--- config.mk ---
export PLATFORM = sky130hd
export DESIGN_NAME = fvn_div
export DESIGN_NICKNAME = d
export VERILOG_FILES = /design/src/rtl/fvn_pkg.sv /design/src/rtl/fvn_div.sv
export SDC_FILE = /design/constraint.sdc
export NUM_CORES = 2
export LEC_CHECK = 0
export BUFFER_PORTS_ARGS = -buffer_cell sky130_fd_sc_hd__buf_2
export CORE_UTILIZATION = 50
export CTS_CLUSTER_DIAMETER = 80
export DETAILED_ROUTE_END_ITERATION = 12
export PLACE_DENSITY = 0.66
export SYNTH_ARGS = -nofsm -noshare
export SYNTH_HDL_FRONTEND = slang
export SYNTH_SLANG_ARGS = --single-unit
--- constraint.sdc ---
create_clock -name clk -period 3.8 [get_ports clk]
set_input_delay 0.76 -clock clk [delete_from_list [all_inputs] [get_ports clk]]
set_output_delay 0.76 -clock clk [all_outputs]
set_load 0.05 [all_outputs]
--- src/rtl/fvn_pkg.sv ---
// shared constants and register codes for the fractal value noise block
package fvn_pkg;

    localparam int FRAC_BITS       = 16;
    localparam int COORD_W         = 32;
    localparam int NOISE_W         = FRAC_BITS + 1;
    localparam int AMP_W           = FRAC_BITS + 1;
    localparam int PERS_W          = 16;
    localparam int CNT_W           = 4;
    localparam int CNT_EFF_W       = 5;
    localparam int SUM_W           = FRAC_BITS + 5;
    localparam int DEF_MAX_OCTAVES = 8;

    localparam logic [AMP_W-1:0] ONE_Q = AMP_W'(1) << FRAC_BITS;

    // hash constants
    localparam logic [31:0] HASH_Y_MUL = 32'd57;
    localparam int          HASH_SHIFT = 13;
    localparam logic [31:0] HASH_M1    = 32'd15731;
    localparam logic [31:0] HASH_A1    = 32'd789221;
    localparam logic [31:0] HASH_A2    = 32'd1376312589;
    localparam logic [31:0] HASH_MASK  = 32'h7fffffff;

    // configuration register indexes
    localparam logic CFG_PERSISTENCE  = 1'b0;
    localparam logic CFG_OCTAVE_COUNT = 1'b1;

    localparam logic [PERS_W-1:0] PERS_RESET  = 16'd32768;
    localparam logic [CNT_W-1:0]  COUNT_RESET = 4'd4;

endpackage

--- src/rtl/fvn_div.sv ---
// pipelined restoring divider, one quotient bit per stage
module fvn_div
    import fvn_pkg::*;
#(
    parameter int NUM_W = 41,
    parameter int DEN_W = 25
) (
    input  logic               clk,
    input  logic               rst_n,
    input  logic               en,
    input  logic               valid_in,
    input  logic [NUM_W-1:0]   num,
    input  logic [DEN_W-1:0]   den,
    output logic               valid_out,
    output logic [NOISE_W-1:0] quot
);

    localparam int Q_W = NOISE_W;
    localparam int CW  = (NUM_W > DEN_W + Q_W) ? NUM_W : DEN_W + Q_W;

    logic [CW-1:0]    r_reg [Q_W];
    logic [DEN_W-1:0] d_reg [Q_W];
    logic [Q_W-1:0]   q_reg [Q_W];
    logic [Q_W-1:0]   v_reg;

    for (genvar k = 0; k < Q_W; k++) begin : g_stage
        logic [CW-1:0]    r_in;
        logic [DEN_W-1:0] d_in;
        logic [Q_W-1:0]   q_in;
        logic             v_in;
        logic [CW-1:0]    trial;
        logic             ge;

        if (k == 0) begin : g_first
            assign r_in = CW'(num);
            assign d_in = den;
            assign q_in = '0;
            assign v_in = valid_in;
        end else begin : g_rest
            assign r_in = r_reg[k-1];
            assign d_in = d_reg[k-1];
            assign q_in = q_reg[k-1];
            assign v_in = v_reg[k-1];
        end

        assign trial = CW'(d_in) << (Q_W - 1 - k);
        assign ge    = (r_in >= trial);

        always_ff @(posedge clk or negedge rst_n)
        begin
            if (!rst_n) begin
                v_reg[k] <= 1'b0;
            end else if (en) begin
                v_reg[k] <= v_in;
            end
        end

        always_ff @(posedge clk)
        begin
            if (en) begin
                r_reg[k] <= ge ? r_in - trial : r_in;
                d_reg[k] <= d_in;
                q_reg[k] <= q_in | (Q_W'(ge) << (Q_W - 1 - k));
            end
        end
    end

    assign valid_out = v_reg[Q_W-1];
    assign quot      = q_reg[Q_W-1];

endmodule

==> metrics <==
syn_area_per_cell 11.4 um^2; CTS tree yes; DPL Wire Length ~120 mm; Cell Area, Synth about 67000 um^2; Worst-path clk slew 50 ps; first-pass GRT wire length 239 mm; Area Overhead vs Synth 13.6%; Worst path slowest cell or4_4; Die Y 368 um; Least-Margin Pin Slew about 950 ps; CP Data Required Time 4310 ps; max_slew headroom 0.366; largest cells by area after synthesis edfxtp_1, ha_1, a21oi_1, xnor2_1, inv_1; commonest non-fill, non-tap cells in the layout edfxtp_1, inv_1, a21oi_1; Pleak 30.1 nW; post-synthesis sequential area ratio 0.556; placed cell areas 71400 um^2; port bufs 87; synth unique cells about 80; skew final 31.1 ps; Syn Nets 6393; clock sink count around 1200; I/O Pins 88; RD Place Congestion 0.963; clk root buf clkbuf_16; crit-path most repeated cell or3_1; Final Slew Violations 0; max reg flops 672; max-cap check violation count 0; Num CTS Buffers 138; Initial Util 0.507; hold violation count in the final report 0; GR Util All Layers 0.222; Iteration-0 DRC Markers 2597; Synth top area share 0.549; drt wl/cell 18.5 um; peak supply drop 548 uV; Fill cells 10900; cell taking the most area after synthesis edfxtp_1; Core Region 132000 um^2; largest net degree at the start of global routing 180; RR Endpoint r_reg[0][543]$_DFFE_PP_; FFs w/ async S/R, synth 0.0137; RR Startpoint r_reg[0][474]$_DFFE_PP_; status finished clean; Tcrit/Tclk final 0.969; Startpoint Class register; Yosys warnings 0; share of cells above drive strength 1 0.112; DR DRC count 0; power density cells 741 nW/um^2; critical-path cell list ha_1, nand4_1, or3_1, or4_4, o31ai_1, o21ba_1, a2111o_1, or3_1, xnor2_1; Post-synth EDFFs 1225; path depth of the worst reg2reg path 9; flops & latches, synth 1242; number of diodes 0; vias in the first global route 46400; WHS Endpoint d_reg[0][6]$_DFFE_PP_; Finish-stage setup viols 0; Max Buffers Root-to-Sink 3; leading cell type in the layout, fill and taps excluded edfxtp_1; Design Power 0.0564 W; CP arrival 4200 ps; DIE WIDTH 368 um; minimum clock period after layout 3680 ps; slowest cell delay on critical path 580 ps; hold crit path type in2reg; post-route cell area between 70000 and 80000 um^2; hold path startpoint den[6]; num rows approximately 130; Fmax 0.272 GHz; TritonRoute pass-1 iters 6; H-tree lvl count 4; die area 135000 um^2; worst-path maximum fanout 5; vias per inst ~5.6; DRT antenna net count 0; Final #Nets 6737; Crit Path Class reg2reg; Clock Latency Late Sink between 700 and 800 ps; final WL approximately 150 mm; Reg2Reg Setup Slack 120 ps; Synth Flop Type edfxtp_1; crit end category register; Post-Synthesis Cells 5882; hold depth 1; vias 45500; GRT overflow 0; Core Util, Final 0.576; initial antenna violation count 2
-- layout make-up --
| cell class | instances | area (um^2) | share of cell area |
|---|---|---|---|
| clock buffer | 165 | 3620 | 0.0476 |
| clock inverter | 89 | 910 | 0.0120 |
| inverter | 543 | 2040 | 0.0268 |
| multi-input combinational | 3963 | 27500 | 0.361 |
| sequential | 1242 | 37200 | 0.489 |
| tap | 1755 | 2200 | 0.0289 |
| timing repair buffer | 338 | 2610 | 0.0343 |
-- cells in the mapped netlist (all sizes together) (59+ instances only) --
master     n
a21oi    460
o21ai    404
nor4      64
nand3     92
clkbuf   124
ha       425
nand4     86
o21a      59
a21o     180
edfxtp  1225
inv      543
xor2     210
mux2      95
nor2     340
nand2    448
xnor2    255
nor3      96
-- through the flow --
step / TNS, ps / hold WS [ps] / std cells / setup slack, ps
3_3_place_gp: -49.9 / 400 / 7839 / -49.9
6_report: 0 / 198 / 8095 / 117
3_5_place_dp: -45.9 / 405 / 7839 / -45.9
5_1_grt: -14.2 / 154 / 8095 / -14.2
2_1_floorplan: 0 / 400 / 5882 / 365
4_1_cts: 0 / 143 / 8094 / 17.9
-- timing repair --
action / CTS / global route
buffers inserted: 0 / 1
gates cloned: 0 / 0
endpoints found under the setup margin: 1 / 77
resized for setup: 1 / 32
pin swaps: 0 / 1
endpoints found under the hold margin: 17 / 0
hold buffers: 1 / 0
-- worst max-delay path, delay by kind of cell (launching register included) --
family                     cells  cell delay [ps]
xor gates and xnor gates       1              130
and+or+nand+nor                4             1500
AOI/OAI and AO/OA              3             1020
DFF                            1              410
adders and majority gates      1              390
-- metal layers --
layer	track usage	vias to the layer above	share of wire
met2	0.435	930	0.55
met4	0.118	4	0.054
li1	-	22400	-
met1	0.223	21800	0.37
met3	0.0316	402	0.031
met5	0	-	0.00017
-- how the worst max path moves through the flow --
| stage | from | end | slack (ps) | cells after the start |
|---|---|---|---|---|
| finish | r_reg[0][474]$_DFFE_PP_ | r_reg[0][543]$_DFFE_PP_ | 120 | 9 |
| global route | r_reg[0][466]$_DFFE_PP_ | r_reg[0][544]$_DFFE_PP_ | -10 | 16 |
| CTS | r_reg[0][359]$_DFFE_PP_ | r_reg[0][416]$_DFFE_PP_ | 20 | 11 |
| detailed placement | r_reg[0][466]$_DFFE_PP_ | r_reg[0][540]$_DFFE_PP_ | -50 | 17 |
| global placement | r_reg[0][466]$_DFFE_PP_ | r_reg[0][540]$_DFFE_PP_ | -50 | 17 |
| floorplan | den[2] | r_reg[0][34]$_DFFE_PP_ | 370 | 12 |
-- logic make-up (layout without fill, tap and decap cells) --
group / count (synthesis) / count (layout) / share of synthesized area
fa+ha+maj: 441 / 441 / 0.0842
compound gates: 1488 / 1488 / 0.137
mux: 101 / 101 / 0.0169
flops: 1242 / 1242 / 0.556
buf+inv: 677 / 1135 / 0.0380
xor+xnor: 465 / 465 / 0.0608
simple gates: 1468 / 1468 / 0.107
-- report_power, final --
| group | total [W] | switching, W | internal, W |
|---|---|---|---|
| registers | 0.0213 | 0.00188 | 0.0194 |
| clock network | 0.0132 | 0.00542 | 0.00778 |
| logic | 0.0218 | 0.0122 | 0.00967 |
| total | 0.0564 | 0.0195 | 0.0369 |
Note: power is estimated with default switching activity, not from simulation.
